==> src/hw/rtl/pbrd_pkg.sv <==
// PackBits row decoder: shared types, codes and constants.
// Used by the parser, emitter, top level and testbench; depends on nothing.
`default_nettype none

package pbrd_pkg;

    // Field widths
    localparam int BYTE_W  = 8;
    localparam int ROW_W   = 16;
    localparam int LIMIT_W = ROW_W + 1;
    localparam int CNT_W   = 7;                   // holds 0..CAP_RESULTS

    // Stream codes and limits
    localparam logic [BYTE_W-1:0] NOP_CODE        = 8'h80;
    localparam logic [ROW_W-1:0]  ROW_BYTES_RESET = 16'd320;
    localparam logic [CNT_W-1:0]  CAP_RESULTS     = 7'd64;

    // Default depth of the front-to-back queue
    localparam int QUEUE_DEPTH_DEF = 2;

    // Kind of work handed from front to back
    typedef enum logic {
        CMD_LIT = 1'b0,
        CMD_REP = 1'b1
    } t_cmd_kind;

    // One queued item: literal byte (cnt = bytes left in run after it)
    // or repeat byte (cnt = repeat count, 2..128)
    typedef struct packed {
        t_cmd_kind         kind;
        logic [BYTE_W-1:0] data;
        logic [BYTE_W-1:0] cnt;
    } t_cmd;

    // Front parser state, one-hot
    typedef enum logic [2:0] {
        FS_CTRL = 3'b001,
        FS_LIT  = 3'b010,
        FS_REP  = 3'b100
    } t_front_state;

endpackage : pbrd_pkg

`default_nettype wire

==> src/hw/rtl/pbrd_queue.sv <==
// Small register queue between the parser and the emitter.
// Generic width and depth; no package dependency.
`default_nettype none

module pbrd_queue #(
    parameter int WIDTH = 8,
    parameter int DEPTH = 2
) (
    input  wire logic             i_clk,
    input  wire logic             i_rst_n,
    input  wire logic             i_push,
    input  wire logic [WIDTH-1:0] i_wdata,
    output logic                  o_not_full,
    input  wire logic             i_pop,
    output logic [WIDTH-1:0]      o_rdata,
    output logic                  o_not_empty
);

    localparam int PTR_W = (DEPTH > 1) ? $clog2(DEPTH) : 1;
    localparam int CNT_W = $clog2(DEPTH + 1);
    localparam logic [PTR_W-1:0] LAST_PTR = PTR_W'(DEPTH - 1);
    localparam logic [CNT_W-1:0] FULL_CNT = CNT_W'(DEPTH);

    logic [WIDTH-1:0] r_mem [DEPTH];
    logic [PTR_W-1:0] r_wr_ptr, n_wr_ptr;
    logic [PTR_W-1:0] r_rd_ptr, n_rd_ptr;
    logic [CNT_W-1:0] r_count, n_count;
    logic             do_push;
    logic             do_pop;

    assign o_not_full  = (r_count != FULL_CNT);
    assign o_not_empty = (r_count != '0);
    assign o_rdata     = r_mem[r_rd_ptr];
    assign do_push     = i_push && o_not_full;
    assign do_pop      = i_pop && o_not_empty;

    // Pointer and fill bookkeeping
    always_comb begin
        n_wr_ptr = r_wr_ptr;
        n_rd_ptr = r_rd_ptr;
        n_count  = r_count;
        if (do_push) begin
            n_wr_ptr = (r_wr_ptr == LAST_PTR) ? '0 : r_wr_ptr + 1'b1;
        end
        if (do_pop) begin
            n_rd_ptr = (r_rd_ptr == LAST_PTR) ? '0 : r_rd_ptr + 1'b1;
        end
        if (do_push && !do_pop) begin
            n_count = r_count + 1'b1;
        end else if (do_pop && !do_push) begin
            n_count = r_count - 1'b1;
        end
    end

    always_ff @(posedge i_clk) begin
        if (!i_rst_n) begin
            r_wr_ptr <= '0;
            r_rd_ptr <= '0;
            r_count  <= '0;
        end else begin
            r_wr_ptr <= n_wr_ptr;
            r_rd_ptr <= n_rd_ptr;
            r_count  <= n_count;
        end
    end

    // Storage, no reset
    always_ff @(posedge i_clk) begin
        if (do_push) begin
            r_mem[r_wr_ptr] <= i_wdata;
        end
    end

endmodule : pbrd_queue

`default_nettype wire

==> src/hw/rtl/pbrd_front.sv <==
// Front parser: takes stream bytes, tracks control/literal/repeat state,
// queues literal and repeat work. Depends on pbrd_pkg.
`default_nettype none

module pbrd_front (
    input  wire logic                i_clk,
    input  wire logic                i_rst_n,
    input  wire logic                i_in_valid,
    output logic                     o_in_ready,
    input  wire logic [7:0]          i_in_byte,
    output logic                     o_push,
    output pbrd_pkg::t_cmd           o_cmd,
    input  wire logic                i_q_not_full
);

    import pbrd_pkg::*;

    t_front_state      r_state, n_state;
    logic [BYTE_W-1:0] r_run_left, n_run_left;
    logic [BYTE_W-1:0] run_dec;
    logic              accept;

    // Control bytes never touch the queue
    assign o_in_ready = (r_state == FS_CTRL) || i_q_not_full;
    assign accept     = i_in_valid && o_in_ready;
    assign run_dec    = r_run_left - 1'b1;

    // Parse and classify one item
    always_comb begin
        n_state    = r_state;
        n_run_left = r_run_left;
        o_push     = 1'b0;
        o_cmd.kind = CMD_LIT;
        o_cmd.data = i_in_byte;
        o_cmd.cnt  = run_dec;
        case (r_state)
            FS_CTRL: begin
                if (accept && i_in_byte != NOP_CODE) begin
                    if (!i_in_byte[BYTE_W-1]) begin
                        n_run_left = i_in_byte + 1'b1;
                        n_state    = FS_LIT;
                    end else begin
                        // 1 - signed byte, 2..128
                        n_run_left = BYTE_W'(9'd257 - {1'b0, i_in_byte});
                        n_state    = FS_REP;
                    end
                end
            end
            FS_LIT: begin
                o_push = accept;
                if (accept) begin
                    n_run_left = run_dec;
                    if (run_dec == '0) begin
                        n_state = FS_CTRL;
                    end
                end
            end
            FS_REP: begin
                o_push     = accept;
                o_cmd.kind = CMD_REP;
                o_cmd.cnt  = r_run_left;
                if (accept) begin
                    n_run_left = '0;
                    n_state    = FS_CTRL;
                end
            end
            default: begin
                n_state = FS_CTRL;
            end
        endcase
    end

    always_ff @(posedge i_clk) begin
        if (!i_rst_n) begin
            r_state    <= FS_CTRL;
            r_run_left <= '0;
        end else begin
            r_state    <= n_state;
            r_run_left <= n_run_left;
        end
    end

endmodule : pbrd_front

`default_nettype wire

==> src/hw/rtl/pbrd_back.sv <==
// Back emitter: pops queued work, tracks row position, drives the
// result channel one byte per cycle while the receiver is ready. Depends on pbrd_pkg.
`default_nettype none

module pbrd_back (
    input  wire logic                i_clk,
    input  wire logic                i_rst_n,
    input  wire logic [15:0]         i_row_bytes,
    input  wire logic                i_q_not_empty,
    input  wire pbrd_pkg::t_cmd      i_cmd,
    output logic                     o_pop,
    output logic                     o_out_valid,
    input  wire logic                i_out_ready,
    output logic [7:0]               o_out_byte,
    output logic                     o_last_of_burst,
    output logic                     o_row_end,
    output logic                     o_overrun
);

    import pbrd_pkg::*;

    logic [ROW_W-1:0]   r_row_pos, n_row_pos;
    logic               r_skip, n_skip;
    logic [CNT_W-1:0]   r_cnt, n_cnt;
    logic [BYTE_W-1:0]  r_byte;
    logic               r_rend, n_rend;
    logic               r_ovr, n_ovr;

    logic [LIMIT_W-1:0] limit;
    logic [LIMIT_W-1:0] pos_ext;
    logic [LIMIT_W-1:0] room;
    logic               room_one;
    logic               rep_cut;
    logic [BYTE_W-1:0]  rep_n;
    logic               out_take;

    // Room left in the row; zero length means 65536
    assign limit    = {(i_row_bytes == '0), i_row_bytes};
    assign pos_ext  = {1'b0, r_row_pos};
    assign room     = (pos_ext < limit) ? (limit - pos_ext) : LIMIT_W'(1);
    assign room_one = (room == LIMIT_W'(1));
    assign rep_cut  = ({{(LIMIT_W-BYTE_W){1'b0}}, i_cmd.cnt} >= room);
    assign rep_n    = rep_cut ? room[BYTE_W-1:0] : i_cmd.cnt;

    // Result channel straight from the burst registers
    assign o_out_valid     = (r_cnt != '0);
    assign o_out_byte      = r_byte;
    assign o_last_of_burst = (r_cnt == CNT_W'(1));
    assign o_row_end       = o_last_of_burst && r_rend;
    assign o_overrun       = o_last_of_burst && r_ovr;
    assign out_take        = o_out_valid && i_out_ready;

    // Next work may load once the current burst is done or ending now
    assign o_pop = i_q_not_empty &&
                   ((r_cnt == '0) || (o_last_of_burst && i_out_ready));

    always_comb begin
        n_row_pos = r_row_pos;
        n_skip    = r_skip;
        n_cnt     = out_take ? r_cnt - 1'b1 : r_cnt;
        n_rend    = r_rend;
        n_ovr     = r_ovr;
        if (o_pop) begin
            case (i_cmd.kind)
                CMD_LIT: begin
                    if (r_skip) begin
                        // tail of a literal run cut at the row end
                        n_skip = (i_cmd.cnt != '0);
                    end else begin
                        n_cnt  = CNT_W'(1);
                        n_rend = room_one;
                        n_ovr  = room_one && (i_cmd.cnt != '0);
                        if (room_one) begin
                            n_row_pos = '0;
                            n_skip    = (i_cmd.cnt != '0);
                        end else begin
                            n_row_pos = r_row_pos + 1'b1;
                        end
                    end
                end
                CMD_REP: begin
                    n_rend = rep_cut;
                    n_ovr  = ({{(LIMIT_W-BYTE_W){1'b0}}, i_cmd.cnt} > room);
                    if (rep_n > {1'b0, CAP_RESULTS}) begin
                        n_cnt = CAP_RESULTS;
                        n_ovr = 1'b1;
                    end else begin
                        n_cnt = rep_n[CNT_W-1:0];
                    end
                    n_row_pos = rep_cut ? '0
                                        : r_row_pos + {{(ROW_W-BYTE_W){1'b0}}, rep_n};
                end
                default: begin
                    n_cnt = '0;
                end
            endcase
        end
    end

    always_ff @(posedge i_clk) begin
        if (!i_rst_n) begin
            r_row_pos <= '0;
            r_skip    <= 1'b0;
            r_cnt     <= '0;
        end else begin
            r_row_pos <= n_row_pos;
            r_skip    <= n_skip;
            r_cnt     <= n_cnt;
        end
    end

    // Burst payload, no reset
    always_ff @(posedge i_clk) begin
        r_rend <= n_rend;
        r_ovr  <= n_ovr;
        if (o_pop) begin
            r_byte <= i_cmd.data;
        end
    end

endmodule : pbrd_back

`default_nettype wire

==> src/hw/rtl/packbits_row_decoder.sv <==
// PackBits row decoder top level: row length register, parser, queue, emitter.
// Depends on pbrd_pkg, pbrd_front, pbrd_queue, pbrd_back.
//
//  channel | direction | handshake               | payload
//  --------+-----------+-------------------------+-----------------------------
//  in      | input     | i_in_valid / o_in_ready | i_in_byte
//  out     | output    | o_out_valid/i_out_ready | o_out_byte, o_last_of_burst,
//          |           |                         | o_row_end, o_overrun
//  cfg     | input     | i_cfg_valid/o_cfg_ready | i_cfg_data (row_bytes)
//
// Control bytes yield no output and literal bytes at most one; a repeat byte yields
// up to 64 output bytes, counted out by the emitter's burst counter.
// Input keeps flowing into the queue (QUEUE_DEPTH items) while the emitter
// works or the output stalls. Synchronous active-low reset; row length resets
// to 320 and the decoder to the control state. Config is always ready.
`default_nettype none

module packbits_row_decoder #(
    parameter int QUEUE_DEPTH = pbrd_pkg::QUEUE_DEPTH_DEF
) (
    input  wire logic        i_clk,
    input  wire logic        i_rst_n,
    input  wire logic        i_in_valid,
    output logic             o_in_ready,
    input  wire logic [7:0]  i_in_byte,
    output logic             o_out_valid,
    input  wire logic        i_out_ready,
    output logic [7:0]       o_out_byte,
    output logic             o_last_of_burst,
    output logic             o_row_end,
    output logic             o_overrun,
    input  wire logic        i_cfg_valid,
    output logic             o_cfg_ready,
    input  wire logic [15:0] i_cfg_data
);

    import pbrd_pkg::*;

    logic [ROW_W-1:0] r_row_bytes;
    t_cmd             push_cmd;
    t_cmd             pop_cmd;
    logic             push;
    logic             pop;
    logic             q_not_full;
    logic             q_not_empty;

    // Row length register
    assign o_cfg_ready = 1'b1;
    always_ff @(posedge i_clk) begin
        if (!i_rst_n) begin
            r_row_bytes <= ROW_BYTES_RESET;
        end else if (i_cfg_valid) begin
            r_row_bytes <= i_cfg_data;
        end
    end

    pbrd_front u_front (
        .i_clk        (i_clk),
        .i_rst_n      (i_rst_n),
        .i_in_valid   (i_in_valid),
        .o_in_ready   (o_in_ready),
        .i_in_byte    (i_in_byte),
        .o_push       (push),
        .o_cmd        (push_cmd),
        .i_q_not_full (q_not_full)
    );

    pbrd_queue #(
        .WIDTH ($bits(t_cmd)),
        .DEPTH (QUEUE_DEPTH)
    ) u_queue (
        .i_clk       (i_clk),
        .i_rst_n     (i_rst_n),
        .i_push      (push),
        .i_wdata     (push_cmd),
        .o_not_full  (q_not_full),
        .i_pop       (pop),
        .o_rdata     (pop_cmd),
        .o_not_empty (q_not_empty)
    );

    pbrd_back u_back (
        .i_clk           (i_clk),
        .i_rst_n         (i_rst_n),
        .i_row_bytes     (r_row_bytes),
        .i_q_not_empty   (q_not_empty),
        .i_cmd           (pop_cmd),
        .o_pop           (pop),
        .o_out_valid     (o_out_valid),
        .i_out_ready     (i_out_ready),
        .o_out_byte      (o_out_byte),
        .o_last_of_burst (o_last_of_burst),
        .o_row_end       (o_row_end),
        .o_overrun       (o_overrun)
    );

endmodule : packbits_row_decoder

`default_nettype wire

==> config.mk <==
export PLATFORM = sky130hd
export DESIGN_NAME = packbits_row_decoder
export DESIGN_NICKNAME = d
export VERILOG_FILES = /design/src/hw/rtl/pbrd_pkg.sv /design/src/hw/rtl/pbrd_queue.sv /design/src/hw/rtl/pbrd_front.sv /design/src/hw/rtl/pbrd_back.sv /design/src/hw/rtl/packbits_row_decoder.sv
export SDC_FILE = /design/constraint.sdc
export NUM_CORES = 1
export LEC_CHECK = 0
export ABC_CLOCK_PERIOD_IN_PS = 9100
export BUFFER_PORTS_ARGS = -buffer_cell sky130_fd_sc_hd__buf_2
export CAP_MARGIN = 30
export CORE_MARGIN = 1
export CORE_UTILIZATION = 48
export CTS_CLUSTER_DIAMETER = 150
export DETAILED_ROUTE_END_ITERATION = 6
export PLACE_DENSITY = 0.63
export SYNTH_ARGS = -nofsm -noshare
export SYNTH_HDL_FRONTEND = slang
export SYNTH_SLANG_ARGS = --single-unit
==> constraint.sdc <==
create_clock -name i_clk -period 9.1 [get_ports i_clk]
set_input_delay 0.91 -clock i_clk [delete_from_list [all_inputs] [get_ports i_clk]]
set_output_delay 0.91 -clock i_clk [all_outputs]
set_load 0.01 [all_outputs]
==> results of run 1 <==
-- layout make-up --
type                    count  area [sq um]  share of cell area [%]
inverters                  45           169                    2.30
repair buffers             44           228                    3.10
clock inverters             6          61.3                   0.834
well taps                 176           220                    3.00
multi-input cells         585          4000                    54.4
flip-flops and latches    100          2440                    33.2
clock buffers              10           229                    3.12
-- synthesized netlist by cell type (4+ instances only) --
cell type	number
a22oi_1	8
mux2i_1	27
clkbuf_1	22
o31a_1	5
and2_1	5
o21a_1	5
xor2_1	13
nand3_1	22
a21o_1	14
nand4_1	7
nor3b_1	8
nand2b_1	8
o21ai_0	41
mux2_2	15
nor3_1	25
nor4_1	11
nor2_1	78
xnor2_1	21
and3_1	6
o41ai_1	4
a21oi_1	51
a31oi_1	9
nor2b_1	6
o22ai_1	5
nand2_1	54
or3_1	10
edfxtp_1	44
ha_1	43
a221oi_1	6
inv_1	43
o32ai_1	5
a211oi_1	6
buf_2	6
dfxtp_1	56
-- worst max-delay path, cell delays in order, from the launching register on --
cell and delay [ps]:
dfxtp_1 440, inv_1 210, ha_1 400, nand2_1 110, a211oi_2 280, o21ai_0 210, o21ai_0 290, a211o_1 450
nand2_1 150, ha_1 320, nor2b_1 130, o21a_1 150, o21ai_0 140, a21oi_1 110, o41ai_1 670, inv_1 120
and2_1 340, o21ai_0 520, inv_1 110, ha_1 290, a21o_1 180, a21oi_1 320, nor3_1 110, a221oi_1 330
a21oi_1 190, o21ai_0 260, a21oi_1 100, o221a_2 300
-- flip-flops by register name, summed over array words and instances, names as in the netlist, named ones only --
signal and cells:
u_queue.r_rd_ptr 1, u_front.r_state 3, u_queue.r_mem 34, u_queue.r_count 2, u_queue.r_wr_ptr 1, u_back.o_out_byte 8, u_back.r_rend 1, r_row_bytes 16
u_back.r_skip 1, u_back.r_cnt 7, u_front.r_run_left 8, u_back.r_ovr 1, u_back.r_row_pos 16
-- layer usage --
metal | up-vias | routed length [um] | track usage [%]
met5 | - | 0 | 0
met4 | 0 | 576 | 10.7
met3 | 40 | 589 | 4.34
met2 | 156 | 8430 | 43.1
met1 | 2761 | 7340 | 28.9
li1 | 2868 | - | -
-- cells by family after synthesis --
| logic type | Yosys count | share of synthesized area, % |
|---|---|---|
| simple gates | 260 | 19.0 |
| fa+ha+maj | 45 | 8.56 |
| compound gates | 202 | 20.3 |
| flops | 100 | 36.2 |
| other cells | 1 | 0.0555 |
| mux | 42 | 6.50 |
| xor+xnor | 35 | 4.82 |
| buf+inv | 78 | 4.69 |
-- power groups by stage --
| stage | sequential [mW] | combinational (mW) | clock, mW |
|---|---|---|---|
| final | 0.625 | 0.866 | 0.375 |
| after global routing | 0.635 | 0.973 | 0.402 |
| after CTS | 0.624 | 0.863 | 0.386 |
| after detailed placement | 0.634 | 0.857 | 0 |
| after global placement | 0.632 | 0.846 | 0 |
| after floorplan | 0.604 | 0.689 | 0 |
-- stage by stage --
stage	std cells	instance area, sq um	total power [mW]	hold slack, ps	util (%)
6_report	966	7350	1.87	515	54.4
3_3_place_gp	950	7060	1.48	451	52.3
2_1_floorplan	763	6760	1.29	437	-
5_1_grt	966	7350	2.01	531	54.4
3_5_place_dp	950	7060	1.49	475	52.3
4_1_cts	966	7350	1.87	503	54.4
-- how the worst max path moves through the flow --
stage	endpoint	slack (ps)
floorplan	u_back.r_row_pos[9]	2720
global placement	u_back.r_row_pos[9]	2170
detailed placement	u_back.r_row_pos[9]	1860
CTS	u_back.r_row_pos[9]	1800
global route	u_back.r_row_pos[9]	880
finish	u_back.r_row_pos[9]	1730
==> key figures, run 1 <==
Timing
  • Fmax: 136 MHz
  • Post-layout min period: around 7400 ps
  • Pins Over Slew Limit: 0
  • Post-route setup slack: 1730 ps
  • Period Utilization, post-route: 80.9%
  • Rel. slew slack: 35.2%
  • Unrepaired setup endpoints after global routing: no
  • Final Hold Fails: 0
  • Endpoints failing setup: 0
  • Final setup TNS: 0 ps
  • Worst Tran Pin Value: 969 ps
  • Worst Skew: approximately 8.8 ps

Setup path
  • Critical path class: reg -> reg
  • Critical R2R Launch: u_back.r_row_pos[3]
  • Crit path DAT: 7610 ps
  • Reg2Reg Capture Point: u_back.r_row_pos[9]
  • Worst reg-to-reg path cell count: 27
  • Worst Setup SP: u_back.r_row_pos[3]
  • Critical Path RT: approximately 9400 ps
  • Flop2flop setup slack: between 1500 and 2000 ps
  • CP endpoint kind: flop
  • Critical Path Fanout Max: 16
  • Type of origin of the critical path: flop

Power
  • Sw Ratio: approximately two fifths
  • Leakage: between 2 and 3 nW
  • Clk network pwr share: 20.1%
  • Seq pwr share: between 30% and 40%
  • Power Density: 254 nW/um^2
  • Peak VDD IR: 0.163 mV
  • Combinational power share: 46.4%
  • Int Pwr: between 1 and 1.5 mW
  • Psw: 0.775 mW

Flow run
  • Max cap viols: 0

Global route
  • Vias in the first global route: 5671
  • First-pass GRT wire length: 27800 um
  • Total GRT Usage: ~24%
  • Largest net degree at the start of global routing: 40
  • Total gr overflow: 0
  • Antenna violations before repair: 0

Logic synthesis
  • Mapped cell area: 6760 sq um
  • Main synth FF type: dfxtp_1
  • Synthesized flop and latch total: 100
  • Yosys cell types: 80
  • Syn Inst Count: 763
  • Synthesis Warnings: 0
  • Mapped Avg Cell Area: 8.85 sq um
  • Synth top area cells: edfxtp_1, dfxtp_1, ha_1
  • Syn_nets: 837
  • Sequential area share after synthesis: between 30 and 40%
  • Post-synth EDFFs: 44
  • Top cell type by total area after synthesis: edfxtp_1
  • Post-synth top area share: 19.6%
  • Post-synthesis async set-or-reset flop share: 0%

Floorplan
  • Number of placed I/O pins: 43
  • Placeable Area: 13500 sq um
  • Horiz. Die Dim: about 120 um
  • Die ar.: 14600 sq um
  • Initial Util: 50.0%
  • # rows: 42
  • Die H: 121 um

Clocking
  • Hold_buf cts: 0
  • Clk slew on worst S/H paths: 70 ps
  • Clk root buf: clkbuf_16
  • Clk sinks: 100
  • Bufs on Longest Clock Path: 2
  • TritonCTS clock tree: done
  • Resize count post-CTS: 0
  • TritonCTS Buffers: 9
  • Worst skew pair latency: 350 ps
  • H-tree levels: 3
  • Post CTS Setup Buffer Count: 0

Drt
  • DRC violations left: 0
  • Wirelength per Cell: 17.5 um
  • Drt pass-1 iters: 5
  • Initial DRC count: 352
  • Vias/cell: 6.03
  • Post-DRT Antenna Nets: 0
  • WL final: 16900 um
  • Routed via count: 5825

Final layout
  • ANT cells: 0
  • Fillers: 1228
  • Most common cell after layout, fill and taps aside: nor2_1
  • Layout cells sized above 1: 11.4%
  • Area grow syn2layout: 8.78%
  • Most frequent cells in the layout: nor2_1, dfxtp_1, nand2_1, a21oi_1, edfxtp_1
  • Net count, final: 859

Worst hold path
  • Hold Crit Depth: 2
  • Hold wc startpoint: u_back.r_skip
  • Worst Hold End: u_back.r_skip
  • Worst hold path type: reg -> reg

Placement
  • Pre-CTS setup slack: around 1900 ps
  • Hpwl dp: 12700 um
  • Port Buffers: 41
  • Gpl congestion: just over 0.9

Status
  • Outcome: complete, no violations
Note: power is estimated with default switching activity, not from simulation.
==> inputs of run 2 (changes only) <==
ABC_CLOCK_PERIOD_IN_PS = 6050   (was 9100)
PLACE_DENSITY = 0.66   (was 0.63)
clock period = 6.05 ns   (was 9.1 ns; I/O delays follow)
==> key figures, run 2 (same netlist as run 1, synthesis figures left out) <==
Setup path
  • Cell mode on critical path: buf_4
  • Buf+Inv Stages, Crit Path: 5 (+2)
  • Crit-path max cell delay: 420 ps (-250 ps)
  • Family with the most delay on the worst path: compound AO/OA/AOI/OAI gates
  • Crit path DAT: 6030 ps (-1580 ps)
  • Flop2flop setup slack: 250 ps (-1490 ps)
  • Reg2Reg Capture Point: u_back.r_row_pos[12]
  • Type of origin of the critical path: flop
  • Slowest stage cell, crit path: o41ai_2
  • Worst reg-to-reg path cell count: 29 (+7.4%)
  • Critical R2R Launch: u_back.r_row_pos[2]
  • Crit path capture: u_back.r_row_pos[12]
  • Critical Path RT: 6270 ps (-3080 ps)
  • Crit. path cell count: 29 (+7.4%)
  • CP endpoint kind: flop
  • Critical path class: reg -> reg
  • Worst Setup SP: u_back.r_row_pos[2]
  • Critical Path Fanout Max: 9 (-7)

Status
  • Outcome: complete, no violations

Timing
  • Worst Skew: 11.2 ps (+2.36 ps)
  • Post-layout min period: 5800 ps (-1560 ps)
  • Final setup TNS: 0 ps (unchanged)
  • Period Utilization, post-route: 95.9% (+15 points)
  • Post-route setup slack: 247 ps (-1490 ps)
  • Rel. slew slack: 33.1% (-2.1 points)
  • Endpoints failing setup: 0 (unchanged)
  • Final Hold Fails: 0 (unchanged)
  • Pins Over Slew Limit: 0 (unchanged)
  • Fmax: 172 MHz (+27%)
  • Fin Hold WS: 469 ps (-45.9 ps)
  • Worst Tran Pin Value: 1000 ps (+32.1 ps)

Clocking
  • H-tree levels: 3 (unchanged)
  • Worst skew pair latency: 360 ps (about the same)
  • TritonCTS Buffers: 9 (unchanged)
  • Clk slew on worst S/H paths: 80 ps (about the same)
  • Bufs on Longest Clock Path: 2 (unchanged)
  • Clk sinks: 100 (unchanged)
  • TritonCTS clock tree: done
  • Clk root buf: clkbuf_16
  • Hold_buf cts: 0 (unchanged)

Final layout
  • Register area: 2450 sq um (+0.46%)
  • Most common cell after layout, fill and taps aside: nor2_1
  • Most frequent cells in the layout: nor2_1, nand2_1, dfxtp_1, a21oi_1, edfxtp_1
  • Multi-input logic area: 4170 sq um (+4.2%)
  • Design area: 7750 sq um (+5.5%)
  • Layout cells sized above 1: 19.1% (+7.7 points)
  • Non-filler cells, final: 997 (+3.2%)
  • Net count, final: 890 (+3.6%)
  • Fillers: 1199 (-2.4%)
  • Final design utilization: 57.4% (+3.0 points)
  • ANT cells: 0 (unchanged)
  • Area grow syn2layout: 14.7%
  • Biggest register: u_queue.r_mem
  • Largest register FFs: 34 (unchanged)
  • Largest regs: u_queue.r_mem x34, r_row_bytes x16, u_back.r_row_pos x16

Drt
  • Routed via count: 6164 (+5.8%)
  • Post-DRT Antenna Nets: 0 (unchanged)
  • Initial DRC count: 447 (+27%)
  • DRC violations left: 0 (unchanged)
  • Drt pass-1 iters: 5 (unchanged)
  • Vias/cell: 6.18 (+2.5%)
  • WL final: 17700 um (+4.5%)
  • Wirelength per Cell: 17.8 um (+1.2%)

Placement
  • Placed Area: 7260 sq um (+2.8%)
  • Cells after DPL: 976 (+2.7%)
  • Hpwl dp: 13100 um (+3.0%)
  • Pre-CTS setup slack: -41.9 ps (-1900 ps)
  • Port Buffers: 41 (unchanged)
  • Gpl congestion: 0.957 (+4.7%)

Power
  • Psw: 1.23 mW (+59%)
  • Leakage: 3.03 nW (+7.0%)
  • Clk network pwr share: 19.0% (-1.1 points)
  • Int Pwr: 1.74 mW (+59%)
  • Pwr Total: 2.97 mW (+59%)
  • Seq pwr share: 31.5% (-2.0 points)
  • Peak VDD IR: 0.264 mV (+62%)
  • Sw Ratio: 41.5% (about the same)
  • Power Density: 383 nW/um^2 (+51%)
  • Combinational power share: 49.6% (+3.2 points)

Global route
  • Total gr overflow: 0 (unchanged)
  • First-pass GRT wire length: 28600 um (+2.9%)
  • Antenna violations before repair: 0 (unchanged)
  • Vias in the first global route: 5984 (+5.5%)
  • Largest net degree at the start of global routing: 40 (unchanged)
  • Total GRT Usage: 25.0% (+0.60 points)

Floorplan
  • Placeable Area: 13500 sq um (unchanged)
  • Number of placed I/O pins: 43 (unchanged)
  • # rows: 42 (unchanged)
  • Die ar.: 14600 sq um (unchanged)
  • Die H: 121 um (unchanged)
  • Horiz. Die Dim: 121 um (unchanged)
  • Initial Util: 50.0% (unchanged)

Flow run
  • Max cap viols: 0 (unchanged)

Worst hold path
  • Hold Crit Depth: 3 (+1)
  • Worst hold path type: in -> reg
-- run 2: changes by cell type in the layout (fill, tap and decap cells not counted), sizes merged --
cell / previous run / this run
clkbuf: 10 / 9
buf: 44 / 75
clkinvlp: 1 / 0
inv: 45 / 47
-- run 2: cell type report --
type	count	area share (%)
Tap cell	176	2.84
Timing Repair Buffer	75	5.94
Sequential cell	100	31.7
Multi-Input combinational cell	585	53.7
Clock inverter	7	0.743
Inverter	45	2.18
Clock buffer	9	2.91
-- run 2: worst min path at each step --
stage / endpoint / start / slack, ps
floorplan: u_back.r_skip / u_back.r_skip / 440
global placement: u_back.r_skip / u_back.r_skip / 460
detailed placement: u_back.r_skip / u_back.r_skip / 480
CTS: r_row_bytes[8] / i_cfg_data[8] / 460
global route: r_row_bytes[8] / i_cfg_data[8] / 470
finish: r_row_bytes[6] / i_cfg_data[6] / 470
-- run 2: worst register-to-register path: cells and delay by family, from the launching register on --
family                   cells  cell delay (ps)
AO/OA/AOI/OAI               11             2200
flip-flops                   1              380
AND/OR/NAND/NOR              9             1420
multiplexers                 1               90
adder cells (fa/ha/maj)      3              950
buffers and inverters        5              640
-- run 2: timing repair --
| action | 4_1_cts | 5_1_grt |
|---|---|---|
| setup buffers | 1 | 4 |
| pin swaps | 1 | 10 |
| resized for setup | 1 | 50 |
| endpoints found under the setup margin | 4 | 11 |
-- run 2: layer usage --
| metal | vias up | share of wire (%) | track usage, % |
|---|---|---|---|
| li1 | 2940 | - | - |
| met2 | 215 | 49 | 44.0 |
| met4 | 0 | 3.4 | 11.1 |
| met5 | - | 0 | 0 |
| met1 | 2953 | 43 | 29.2 |
| met3 | 56 | 4.8 | 5.14 |
-- run 2: power groups by stage --
| stage | combinational, mW | clock (mW) | sequential [mW] |
|---|---|---|---|
| 3_5_place_dp | 1.37 | 0 | 0.947 |
| 6_report | 1.47 | 0.563 | 0.936 |
| 4_1_cts | 1.38 | 0.576 | 0.932 |
| 5_1_grt | 1.63 | 0.603 | 0.948 |
| 2_1_floorplan | 1.04 | 0 | 0.909 |
| 3_3_place_gp | 1.33 | 0 | 0.942 |
